File: src/design/sha1c_pkg.sv
// sha1c_pkg: shared types and constants of the SHA-1 compression engine.
// Payload structs, queue entry, initial chaining value and round constants.
// No dependencies.
`timescale 1ns / 1ps
`default_nettype none

package sha1c_pkg;

  localparam int WORD_W          = 32;
  localparam int WORDS_PER_BLOCK = 16;
  localparam int ROUNDS          = 80;
  localparam int DIGEST_WORDS    = 5;
  localparam int QUEUE_DEPTH     = 4;

  // input request as it arrives on the port
  typedef struct packed {
    logic [WORD_W-1:0] message_word;
    logic              start_message;
    logic              emit_digest;
  } in_item_t;

  // one digest word on the result channel
  typedef struct packed {
    logic [WORD_W-1:0] digest_word;
    logic [2:0]        digest_index;
    logic              last_word;
  } out_item_t;

  // classified word travelling from front to back
  typedef struct packed {
    logic [WORD_W-1:0] word;
    logic              reload;  // first word of a block with start flag
    logic              last;    // sixteenth word of a block
    logic              emit;    // last word with emit flag
  } q_entry_t;

  localparam logic [WORD_W-1:0] INIT_CHAIN [DIGEST_WORDS] = '{
    32'h67452301, 32'hEFCDAB89, 32'h98BADCFE, 32'h10325476, 32'hC3D2E1F0
  };

  localparam logic [WORD_W-1:0] K0 = 32'h5A827999;
  localparam logic [WORD_W-1:0] K1 = 32'h6ED9EBA1;
  localparam logic [WORD_W-1:0] K2 = 32'h8F1BBCDC;
  localparam logic [WORD_W-1:0] K3 = 32'hCA62C1D6;

endpackage

`default_nettype wire

File: src/design/sha1c_front.sv
// sha1c_front: accepts message words and tags each with its block role.
// Depends on sha1c_pkg.
`timescale 1ns / 1ps
`default_nettype none

module sha1c_front (
  input  wire                 clk,
  input  wire                 rst_n,
  input  wire                 in_valid,
  output logic                in_stall,
  input  sha1c_pkg::in_item_t in_data,
  output logic                push_valid,
  input  wire                 push_ready,
  output sha1c_pkg::q_entry_t push_entry
);
  import sha1c_pkg::*;

  logic [3:0] pos_r, pos_nxt;
  logic       accept;

  assign in_stall   = !push_ready;
  assign push_valid = in_valid;
  assign accept     = in_valid && push_ready;

  // classify by position within the block
  always_comb begin
    push_entry.word   = in_data.message_word;
    push_entry.reload = (pos_r == 4'd0) && in_data.start_message;
    push_entry.last   = (pos_r == 4'(WORDS_PER_BLOCK - 1));
    push_entry.emit   = push_entry.last && in_data.emit_digest;
  end

  // word position counter, wraps every block
  always_comb begin
    pos_nxt = accept ? pos_r + 4'd1 : pos_r;
  end

  always_ff @(posedge clk) begin
    if (!rst_n) begin
      pos_r <= '0;
    end else begin
      pos_r <= pos_nxt;
    end
  end

endmodule

`default_nettype wire

File: src/design/sha1c_queue.sv
// sha1c_queue: short FIFO of classified words between front and back.
// Depends on sha1c_pkg.
`timescale 1ns / 1ps
`default_nettype none

module sha1c_queue #(
  parameter int DEPTH = sha1c_pkg::QUEUE_DEPTH
) (
  input  wire                 clk,
  input  wire                 rst_n,
  input  wire                 push_valid,
  output logic                push_ready,
  input  sha1c_pkg::q_entry_t push_entry,
  output logic                pop_valid,
  input  wire                 pop_take,
  output sha1c_pkg::q_entry_t pop_entry
);
  import sha1c_pkg::*;

  localparam int PW = (DEPTH > 1) ? $clog2(DEPTH) : 1;
  localparam int CW = $clog2(DEPTH + 1);

  q_entry_t        mem_r [DEPTH];
  logic [PW-1:0]   wr_ptr_r, wr_ptr_nxt, rd_ptr_r, rd_ptr_nxt;
  logic [CW-1:0]   count_r, count_nxt;
  logic            push, pop;

  assign push_ready = (count_r != CW'(DEPTH));
  assign pop_valid  = (count_r != '0);
  assign pop_entry  = mem_r[rd_ptr_r];
  assign push       = push_valid && push_ready;
  assign pop        = pop_valid && pop_take;

  // pointer and fill bookkeeping
  always_comb begin
    wr_ptr_nxt = wr_ptr_r;
    rd_ptr_nxt = rd_ptr_r;
    if (push) begin
      wr_ptr_nxt = (wr_ptr_r == PW'(DEPTH - 1)) ? '0 : wr_ptr_r + 1'b1;
    end
    if (pop) begin
      rd_ptr_nxt = (rd_ptr_r == PW'(DEPTH - 1)) ? '0 : rd_ptr_r + 1'b1;
    end
    count_nxt = count_r + CW'(push) - CW'(pop);
  end

  always_ff @(posedge clk) begin
    if (!rst_n) begin
      wr_ptr_r <= '0;
      rd_ptr_r <= '0;
      count_r  <= '0;
    end else begin
      wr_ptr_r <= wr_ptr_nxt;
      rd_ptr_r <= rd_ptr_nxt;
      count_r  <= count_nxt;
    end
  end

  // storage
  always_ff @(posedge clk) begin
    if (push) begin
      mem_r[wr_ptr_r] <= push_entry;
    end
  end

  a_count_bound : assert property (@(posedge clk) disable iff (!rst_n)
    count_r <= CW'(DEPTH))
    else $error("queue fill beyond depth");

  a_push_only : assert property (@(posedge clk) disable iff (!rst_n)
    push && !pop |=> count_r == $past(count_r) + 1'b1)
    else $error("queue fill did not grow on push");

  a_pop_only : assert property (@(posedge clk) disable iff (!rst_n)
    pop && !push |=> count_r == $past(count_r) - 1'b1)
    else $error("queue fill did not shrink on pop");

endmodule

`default_nettype wire

File: src/design/sha1c_back.sv
// sha1c_back: schedule shift line, round unit, chaining value and digest output.
// Depends on sha1c_pkg.
`timescale 1ns / 1ps
`default_nettype none

module sha1c_back (
  input  wire                  clk,
  input  wire                  rst_n,
  input  wire                  pop_valid,
  output logic                 pop_take,
  input  sha1c_pkg::q_entry_t  pop_entry,
  output logic                 out_valid,
  input  wire                  out_stall,
  output sha1c_pkg::out_item_t out_data
);
  import sha1c_pkg::*;

  typedef enum logic [1:0] {S_LOAD, S_ROUND, S_ADD, S_EMIT} state_t;

  state_t            state_r, state_nxt;
  logic [6:0]        round_r, round_nxt;
  logic [2:0]        idx_r, idx_nxt;
  logic              emit_r, emit_nxt;
  logic              out_valid_r, out_valid_nxt;
  out_item_t         out_r, out_nxt;
  logic [WORD_W-1:0] chain_r [DIGEST_WORDS];
  logic [WORD_W-1:0] chain_nxt [DIGEST_WORDS];
  logic [WORD_W-1:0] sched_r [WORDS_PER_BLOCK];
  logic [WORD_W-1:0] vars_r [DIGEST_WORDS];
  logic [WORD_W-1:0] f, k, t, w_new, w_mix;
  logic              pop;

  assign pop_take  = (state_r == S_LOAD);
  assign pop       = pop_valid && pop_take;
  assign out_valid = out_valid_r;
  assign out_data  = out_r;

  // round function: a, b, c, d, e are vars_r[0..4]
  always_comb begin
    if (round_r < 7'd20) begin
      f = (vars_r[1] & vars_r[2]) | (~vars_r[1] & vars_r[3]);
      k = K0;
    end else if (round_r < 7'd40) begin
      f = vars_r[1] ^ vars_r[2] ^ vars_r[3];
      k = K1;
    end else if (round_r < 7'd60) begin
      f = (vars_r[1] & vars_r[2]) | (vars_r[1] & vars_r[3]) | (vars_r[2] & vars_r[3]);
      k = K2;
    end else begin
      f = vars_r[1] ^ vars_r[2] ^ vars_r[3];
      k = K3;
    end
    t = {vars_r[0][26:0], vars_r[0][31:27]} + f + vars_r[4] + sched_r[0] + k;
    // shift line holds W[t..t+15]; next entry is W[t+16]
    w_mix = sched_r[13] ^ sched_r[8] ^ sched_r[2] ^ sched_r[0];
    w_new = {w_mix[30:0], w_mix[31]};
  end

  // control and chaining value
  always_comb begin
    state_nxt     = state_r;
    round_nxt     = round_r;
    idx_nxt       = idx_r;
    emit_nxt      = emit_r;
    out_valid_nxt = out_valid_r;
    out_nxt       = out_r;
    chain_nxt     = chain_r;
    unique case (state_r)
      S_LOAD: begin
        if (pop && pop_entry.reload) begin
          chain_nxt = INIT_CHAIN;
        end
        if (pop && pop_entry.last) begin
          emit_nxt  = pop_entry.emit;
          round_nxt = '0;
          state_nxt = S_ROUND;
        end
      end
      S_ROUND: begin
        round_nxt = round_r + 7'd1;
        if (round_r == 7'(ROUNDS - 1)) begin
          round_nxt = '0;
          state_nxt = S_ADD;
        end
      end
      S_ADD: begin
        for (int i = 0; i < DIGEST_WORDS; i++) begin
          chain_nxt[i] = chain_r[i] + vars_r[i];
        end
        if (emit_r) begin
          idx_nxt              = '0;
          out_valid_nxt        = 1'b1;
          out_nxt.digest_word  = chain_r[0] + vars_r[0];
          out_nxt.digest_index = '0;
          out_nxt.last_word    = 1'b0;
          state_nxt            = S_EMIT;
        end else begin
          state_nxt = S_LOAD;
        end
      end
      S_EMIT: begin
        if (!out_stall) begin
          if (idx_r == 3'(DIGEST_WORDS - 1)) begin
            out_valid_nxt = 1'b0;
            state_nxt     = S_LOAD;
          end else begin
            idx_nxt              = idx_r + 3'd1;
            out_nxt.digest_word  = chain_r[idx_r + 3'd1];
            out_nxt.digest_index = idx_r + 3'd1;
            out_nxt.last_word    = (idx_r + 3'd1 == 3'(DIGEST_WORDS - 1));
          end
        end
      end
      default: state_nxt = S_LOAD;
    endcase
  end

  always_ff @(posedge clk) begin
    if (!rst_n) begin
      state_r     <= S_LOAD;
      round_r     <= '0;
      idx_r       <= '0;
      emit_r      <= 1'b0;
      out_valid_r <= 1'b0;
      chain_r     <= INIT_CHAIN;
    end else begin
      state_r     <= state_nxt;
      round_r     <= round_nxt;
      idx_r       <= idx_nxt;
      emit_r      <= emit_nxt;
      out_valid_r <= out_valid_nxt;
      chain_r     <= chain_nxt;
    end
  end

  // digest payload register
  always_ff @(posedge clk) begin
    out_r <= out_nxt;
  end

  // schedule shift line and working variables
  always_ff @(posedge clk) begin
    if (pop) begin
      for (int i = 0; i < WORDS_PER_BLOCK - 1; i++) begin
        sched_r[i] <= sched_r[i + 1];
      end
      sched_r[WORDS_PER_BLOCK - 1] <= pop_entry.word;
      // a reload only ever comes on a first word, so chain_r is current here
      if (pop_entry.last) begin
        vars_r <= chain_r;
      end
    end else if (state_r == S_ROUND) begin
      for (int i = 0; i < WORDS_PER_BLOCK - 1; i++) begin
        sched_r[i] <= sched_r[i + 1];
      end
      sched_r[WORDS_PER_BLOCK - 1] <= w_new;
      vars_r[4] <= vars_r[3];
      vars_r[3] <= vars_r[2];
      vars_r[2] <= {vars_r[1][1:0], vars_r[1][31:2]};
      vars_r[1] <= vars_r[0];
      vars_r[0] <= t;
    end
  end

  a_out_in_emit : assert property (@(posedge clk) disable iff (!rst_n)
    out_valid_r |-> state_r == S_EMIT)
    else $error("digest shown outside emit phase");

  a_round_bound : assert property (@(posedge clk) disable iff (!rst_n)
    state_r == S_ROUND |-> round_r < 7'(ROUNDS))
    else $error("round counter overran");

  a_first_digest : assert property (@(posedge clk) disable iff (!rst_n)
    state_r == S_ADD && emit_r |=> out_valid_r && out_r.digest_index == 3'd0)
    else $error("digest did not start at word zero");

  a_no_pop_busy : assert property (@(posedge clk) disable iff (!rst_n)
    state_r != S_LOAD |-> !pop)
    else $error("word taken while compression busy");

endmodule

`default_nettype wire

File: src/design/sha1_block_compression.sv
// sha1_block_compression: top level of the SHA-1 compression engine.
// Instantiates sha1c_front, sha1c_queue and sha1c_back; uses sha1c_pkg.
//
//   channel | direction | payload     | handshake
//   in_     | input     | in_item_t   | in_valid / in_stall
//   out_    | output    | out_item_t  | out_valid / out_stall
//
// A block takes its sixteen words from the queue, runs 80 rounds in the
// single round unit (one round a cycle), does the chaining add and, with
// emit, shows the five digest words, each held through any output stall.
// The queue of QDEPTH words takes new words while rounds run.
// Synchronous reset loads the initial chaining value; no clearing pass.
`timescale 1ns / 1ps
`default_nettype none

module sha1_block_compression #(
  parameter int QDEPTH = sha1c_pkg::QUEUE_DEPTH
) (
  input  wire                  clk,
  input  wire                  rst_n,
  input  wire                  in_valid,
  output logic                 in_stall,
  input  sha1c_pkg::in_item_t  in_data,
  output logic                 out_valid,
  input  wire                  out_stall,
  output sha1c_pkg::out_item_t out_data
);
  import sha1c_pkg::*;

  logic     push_valid, push_ready, pop_valid, pop_take;
  q_entry_t push_entry, pop_entry;

  sha1c_front u_front (
    .clk        (clk),
    .rst_n      (rst_n),
    .in_valid   (in_valid),
    .in_stall   (in_stall),
    .in_data    (in_data),
    .push_valid (push_valid),
    .push_ready (push_ready),
    .push_entry (push_entry)
  );

  sha1c_queue #(.DEPTH(QDEPTH)) u_queue (
    .clk        (clk),
    .rst_n      (rst_n),
    .push_valid (push_valid),
    .push_ready (push_ready),
    .push_entry (push_entry),
    .pop_valid  (pop_valid),
    .pop_take   (pop_take),
    .pop_entry  (pop_entry)
  );

  sha1c_back u_back (
    .clk       (clk),
    .rst_n     (rst_n),
    .pop_valid (pop_valid),
    .pop_take  (pop_take),
    .pop_entry (pop_entry),
    .out_valid (out_valid),
    .out_stall (out_stall),
    .out_data  (out_data)
  );

endmodule

`default_nettype wire
File: config.mk
export PLATFORM = sky130hd
export DESIGN_NAME = sha1_block_compression
export DESIGN_NICKNAME = d
export VERILOG_FILES = /design/src/design/sha1c_pkg.sv /design/src/design/sha1c_front.sv /design/src/design/sha1c_queue.sv /design/src/design/sha1c_back.sv /design/src/design/sha1_block_compression.sv
export SDC_FILE = /design/constraint.sdc
export NUM_CORES = 2
export LEC_CHECK = 0
export ABC_AREA = 1
export ABC_CLOCK_PERIOD_IN_PS = 24000
export BUFFER_PORTS_ARGS = -buffer_cell sky130_fd_sc_hd__buf_2
export CAP_MARGIN = 40
export CORE_MARGIN = 10
export CORE_UTILIZATION = 35
export DETAILED_ROUTE_END_ITERATION = 8
export HOLD_SLACK_MARGIN = 0.02
export SYNTH_ARGS = -nofsm -noshare
export SYNTH_HDL_FRONTEND = slang
export SYNTH_SLANG_ARGS = --single-unit
File: constraint.sdc
create_clock -name clk -period 24 [get_ports clk]
set_input_delay 2.4 -clock clk [delete_from_list [all_inputs] [get_ports clk]]
set_output_delay 2.4 -clock clk [all_outputs]
set_load 0.01 [all_outputs]
== After elaboration in Yosys (flattened, before gate mapping) ==
Memories as Yosys holds them, arrays and structs flattened. A register that Yosys moved wholly into a read port is not among the register bits.
Cells that the tools add are included.

* $add $sub $neg: 16
* Bitwise logic cells: 30
* Muxes and demuxes: 62
* Reduce and logical (&&, ||, !) cells: 21
* Eq/ne operators: 18
* Shifts and indexed selects: 0
* Order comparisons: 4
* $mul: 0
* Divide/modulo/power cells: 0

{| class="wikitable"
|+ Operator list
! kind !! count
|-
| two-way mux 32 bit || 23
|-
| two-way mux 160 bit || 4
|-
| one-hot mux 160 bit (2 select lines) || 1
|-
| adder 32 bit || 9
|-
| bitwise XOR 32 bit || 5
|-
| bitwise AND 32 bit || 4
|-
| two-way mux 36 bit || 3
|-
| binary-select mux 32 bit (select 3 bit) || 1
|-
| OR 32 bit || 3
|-
| one-hot mux 36 bit (2 select lines) || 1
|-
| inverter 32 bit || 1
|-
| two-way mux 31 bit || 1
|-
| two-way mux 2 bit || 9
|-
| OR 1 bit || 16
|-
| less-than comparator 7 x 6 -> 1 bit, second input constant || 2
|-
| two-way mux 7 bit || 2
|-
| one-hot mux 7 bit (2 select lines) || 1
|-
| AND reduction 4 bit || 3
|-
| two-way mux 1 bit || 10
|-
| two-way mux 3 bit || 3
|-
| equality test 2 bit, second input constant || 4
|-
| != test 2 x 1 -> 1 bit, second input constant || 4
|-
| != test 2 bit, second input constant || 4
|-
| one-hot mux 2 bit (4 select lines) || 1
|-
| other kinds (23) || 36
|}

* Bits of input ports: 38
* Output and inout bits: 38
* Word-level logic and storage cells: 175
* RAM bits: 652
* Memories: 2
* Register bits: 381
* Latch bits: 0
* Bits in read-only memories: 0

{| class="wikitable"
|+ Memories
! memory !! depth !! bits a word !! read ports !! clocked after memory_dff !! write ports !! line !! source
|-
| u_back.sched_r || 16 || 32 || 16 || 0 || 16 || sha1c_back.sv:28 || <nowiki>logic [WORD_W-1:0] sched_r [WORDS_PER_BLOCK];</nowiki>
|-
| u_queue.mem_r || 4 || 35 || 1 || 1 || 1 || sha1c_queue.sv:23 || <nowiki>q_entry_t mem_r [DEPTH];</nowiki>
|}

== Depth between registers and ports, before layout ==
* Depth after elaboration: 12
* Gate-level depth with buffers: 27
* Mapped depth without buffers: 26

== Cells and area by module ==
From an unflattened synthesis, not the netlist that was laid out.

* Cells, all modules: 6332
* Area, all modules: 56505.4 um^2

{| class="wikitable"
|+ By module, submodules not included
! module !! area each (um^2) !! cells each !! times used !! seq. area each (um^2)
|-
| sha1c_back || 50370.8 || 5867 || 1 || 24743.7
|-
| sha1c_queue || 5652.9 || 400 || 1 || 4384.2
|-
| sha1c_front || 481.7 || 65 || 1 || 80.1
|}

== Least setup slack after synthesis ==
OpenSTA, ideal clock, no wires.

* Kind: reg2reg
* Start: register u_back.state_r[0]
* End: memory u_back.sched_r[0][0] (enable)
* Path slack: 10.955 ns
* Cell stages (with the launch flop): 6
* Arrival time: 9.402 ns
* Setup time: 3.644 ns
* Period minus slack after synthesis: 13.045 ns
* Required time: 20.356 ns
* Path buffers: 2
* Cells stage by stage: dfxtp_1 -> nor2_2 -> nand2_2 -> buf_2 -> clkbuf_1 -> nand2_1

{| class="wikitable"
|+ RTL lines
! element !! line !! source
|-
| start, declared || sha1c_back.sv:20 || <nowiki>state_t state_r, state_nxt;</nowiki>
|-
| start signal, assigned || sha1c_back.sv:127 || <nowiki>state_r <= state_nxt;</nowiki>
|-
| end, declared || sha1c_back.sv:28 ||
|}

== Worst setup path after layout ==
* Start: register u_back.round_r[3]
* End: register u_back.vars_r[153] in the netlist's numbering, data pin

* Word-level cells in the longest chain between the ends: 10
* Elaborated cells between the ends (all ways): 15
* Classes of those cells: add/sub: 4; order compare: 3; mux: 8

{| class="wikitable"
|+ Ends and longest elaborated chain
! element !! line !! source
|-
| start, declared || sha1c_back.sv:21 || <nowiki>logic [6:0] round_r, round_nxt;</nowiki>
|-
| start signal, assigned || sha1c_back.sv:128 || <nowiki>round_r <= round_nxt;</nowiki>
|-
| less-than comparator 7 x 6 -> 1 bit || sha1c_back.sv:46 || <nowiki>end else if (round_r < 7'd60) begin</nowiki>
|-
| two-way mux 32 bit || sha1c_back.sv:46 ||
|-
| two-way mux 32 bit || sha1c_back.sv:43 || <nowiki>end else if (round_r < 7'd40) begin</nowiki>
|-
| two-way mux 32 bit || sha1c_back.sv:40 || <nowiki>if (round_r < 7'd20) begin</nowiki>
|-
| adder 32 bit (3 in a row) || sha1c_back.sv:53 || <nowiki>t = {vars_r[0][26:0], vars_r[0][31:27]} + f + vars_r[4] + sched_r[0] + k;</nowiki>
|-
| adder 32 bit * || sha1c_back.sv:53 ||
|-
| two-way mux 160 bit * || sha1c_back.sv:152 || <nowiki>end else if (state_r == S_ROUND) begin</nowiki>
|-
| two-way mux 160 bit * || sha1c_back.sv:143 || <nowiki>if (pop) begin</nowiki>
|-
| end signal, assigned || sha1c_back.sv:150 || <nowiki>vars_r <= chain_r;</nowiki>
|-
| end, declared || sha1c_back.sv:29 || <nowiki>logic [WORD_W-1:0] vars_r [DIGEST_WORDS];</nowiki>
|}

Mark *: on every way between the ends. The rest lies on a longest branch, timed or not. The select of a mux whose other input is x is not followed.
A chain may end at the register's enable or synchronous reset.

==> reports/summary.md <==
The run finished with clean final reports. The most critical setup path has its startpoint at u_back.round_r[3]$_SDFFE_PN0P_. Setup violations remaining at the end of the flow were counted as 0. Summed over all instances, the cell type with the most area after synthesis is edfxtp_1.

The worst setup path is launched from a flop. The number of global-route vias before repair is 40.99k, and the hold path depth is 0. nand2_1 is the most common cell in the netlist. The die height was 417.6 um; the flip-flop and latch count after synthesis was 1035. The routed wirelength normalized by instance count works out to 22.74 um. Using the TritonRoute via totals, the vias-per-cell ratio works out to 5.237. Entering global routing, the biggest net connects 207 pins. Adding up every negative setup slack in the final design gives 0 ns. In this run the worst hold path is classified as reg -> reg.

For the clock insertion delay at the later pin of the skew report, the log shows 0.77 ns. The core region is 156800 um^2. Measured in cells, the most critical reg-to-reg path has a length of 24.

The clock period minus worst slack was 6.090 ns. For the fraction of met1 tracks used by global routing, the log shows 0.2863. The maximum buffer depth of the clock tree came out at 3. The tree is rooted in a clkbuf_16.

The detailed router placed 43.31k vias in this run. The tools report the overall global routing resource usage as 0.2095. The share of the clock period used by the worst path after layout is 0.2538, and the worst-case headroom to the max-slew limit is 0.2428. 76 I/O pins were placed. Final hold violation count: 0. The clock transition at the registers of the reported paths came out at 0.06 ns. Ranked by total cell area, the synthesized netlist is headed by edfxtp_1 46%, nand2_1 11%, dfxtp_1 6.8%. Setup repair after global routing left no endpoint under its margin. Top-area cell type share of the netlist area: 0.4602.

The area of the die was 174400 um^2; the net count after synthesis was 6440. TritonCTS built the clock tree. Input and output buffers added on the ports amount to 75. For the combined area of all synthesized cells, the log shows 55330 um^2.

The most instantiated flip-flop cell in the synthesis netlist was edfxtp_1. The biggest fanout along the worst timing path came out at 36. The tools report the number of standard cells after synthesis as 6044. Yosys mapped a number of flops with a built-in enable equal to 848. Max-slew violation count: 0.

The number of hold buffers added after CTS was 0. For the detailed placer's ending HPWL, the log shows 142300 um. For this run, design rule violations remaining after detail routing come to 0.

The detailed router finished its first iteration with 4743 violations. For the number of library cell types mapped by synthesis, the log shows 48. For the pin with the worst max-slew slack, the measured transition is 1.136 ns. The clock sink count came out at 1035. The startpoint identified for the worst register-to-register timing path is u_back.round_r[3]$_SDFFE_PN0P_. In the synthesized netlist, the cells that appear most often are 1577 x nand2_1, 848 x edfxtp_1, 814 x inv_1. Clock skew on the completed layout was measured at 0.08174 ns. A synthesized cell averages 9.155 um^2. Measured along the x axis, the die boundary spans 417.6 um.

Share of post-route cells with drive strength above 1: 0.05490. The detail route stage leaves a number of antenna-violating nets equal to 0. The area growth from synthesis to layout is 12.06%, and the number of rows in the core area is 145. The clock tree synthesis step divided the H-tree into 3 levels. The peak-usage layer in the global routing report was met2.

The detailed-routing iteration count for the pre-antenna-repair pass came out at 6. The starting density of the core came out at 0.3530. The number of antenna violations at the first check in global routing was 7. The total overflow left after global routing is 0. The first global-routing pass estimated 273700 um of wire. For the global routing usage on met3, the log shows 0.03512. Routability-driven placement finished with a final weighted congestion of 1.011. Yosys printed 0 warnings.

Static timing analysis puts the maximum clock frequency at 0.1642 GHz. For the global-route track usage on met2, the log shows 0.3219. Critical path endpoint category: a flop. Post-cts gate resize count: 0. Data required time at the worst endpoint: 24.46 ns. Counting the fill cells in the layout gives 15.64k.

Wires add up to 188000 um. The endpoint arrival time on the critical path is 6.55 ns, and the total of max-cap violations is 0. The register area share after synthesis came out at 0.5278.

The setup path with the least slack is of type reg -> reg. The async set-reset flop share out of synthesis was 0; the net total in the final layout was 6513. Setup fix buffers added after clock tree synthesis: 0. Hold path startpoint: u_back.sched_r[1][123]$_DFFE_PP_. The run gives 111 as the number of buffers inserted during clock tree synthesis.
## kinds of logic after synthesis
logic type      share of synthesized area
buf+inv                           0.06865
compound gates                     0.1038
xor+xnor                          0.01931
simple gates                       0.1825
fa+ha+maj                         0.09791
flops                              0.5278
## metal layers
layer,part of all wire,routed length [um]
met2,0.44,81940
met1,0.43,80380
met5,0.00011,20
met3,0.082,15500
met4,0.054,10220
## layout by cell type, fill, tap and decap left out, types with 29 or more instances in the layout
| cell | n |
|---|---|
| xor2_1 | 58 |
| inv_1 | 812 |
| nand3_1 | 322 |
| nand2_1 | 1576 |
| buf_4 | 44 |
| xnor2_1 | 64 |
| a21oi_1 | 417 |
| nor2_1 | 385 |
| edfxtp_1 | 848 |
| nand4_1 | 43 |
| fa_1 | 125 |
| buf_2 | 74 |
| o21bai_1 | 32 |
| o21ai_0 | 487 |
| ha_1 | 232 |
| dfxtp_1 | 185 |
| clkbuf_16 | 111 |
| a31oi_1 | 29 |
| nor3_1 | 55 |
## flip-flops by register name (all words and copies together) (netlist names), named ones only
name / cells
u_back.chain_r: 160
u_back.state_r: 2
u_back.out_data: 36
u_queue.count_r: 3
u_queue.mem_r: 140
u_back.sched_r: 512
u_queue.rd_ptr_r: 2
u_back.vars_r: 160
u_front.pos_r: 4
u_back.round_r: 7
u_back.out_valid: 1
u_queue.wr_ptr_r: 2
u_back.idx_r: 3
u_back.emit_r: 1
## final timing paths
check / slack (ns) / end
worst min register to register: 0.36 / u_back.sched_r[1][91]$_DFFE_PP_
worst max register to register: 17.91 / u_back.vars_r[153]$_DFFE_PP_
worst min-delay path: 0.36 / u_back.sched_r[1][91]$_DFFE_PP_
worst max-delay path: 17.91 / u_back.vars_r[153]$_DFFE_PP_
## layout make-up
type / instances / area (um^2) / area share
flip-flops and latches: 1035 / 29210 / 0.4711
multi-input cells: 4018 / 22390 / 0.3611
inverters: 823 / 3099 / 0.04998
clock buffers: 135 / 2888 / 0.04657
well taps: 2058 / 2575 / 0.04153
repair buffers: 128 / 953.4 / 0.01538
clock inverters: 72 / 888.4 / 0.01433
diodes: 2 / 5.005 / 0.00008071
## critical path: stages (launching register included)
cell,delay [ns]
dfxtp_1,0.41
nand2_1,0.14
nor2_1,0.15
nor2_2,0.12
nand2_2,0.08
buf_4,0.38
nand2_2,0.54
o22ai_1,0.31
nor2_1,0.10
fa_1,0.53
inv_1,0.05
fa_1,0.49
fa_1,0.40
inv_1,0.07
ha_1,0.19
inv_1,0.07
fa_1,0.48
o21ai_0,0.50
inv_1,0.09
o21bai_1,0.32
nand2_1,0.12
nand3_1,0.10
nand2_1,0.05
nand3_1,0.07
nand2_1,0.06
## metrics by stage
step	cells	cell area [um^2]	hold WS [ns]	utilization	worst slack, ns
4_1_cts	8269	62000	0.3481	0.3956	17.97
3_5_place_dp	8062	58230	0.4045	0.3715	18.00
2_1_floorplan	6044	55330	0.4003	-	10.95
3_3_place_gp	8054	58030	0.4007	0.3702	17.95
5_1_grt	8269	62000	0.3638	0.3956	17.47
6_report	8271	62010	0.3586	0.3956	17.91
Power is not shown: default switching activity piles up to over one toggle a cycle in this logic, so the estimate is an artifact.
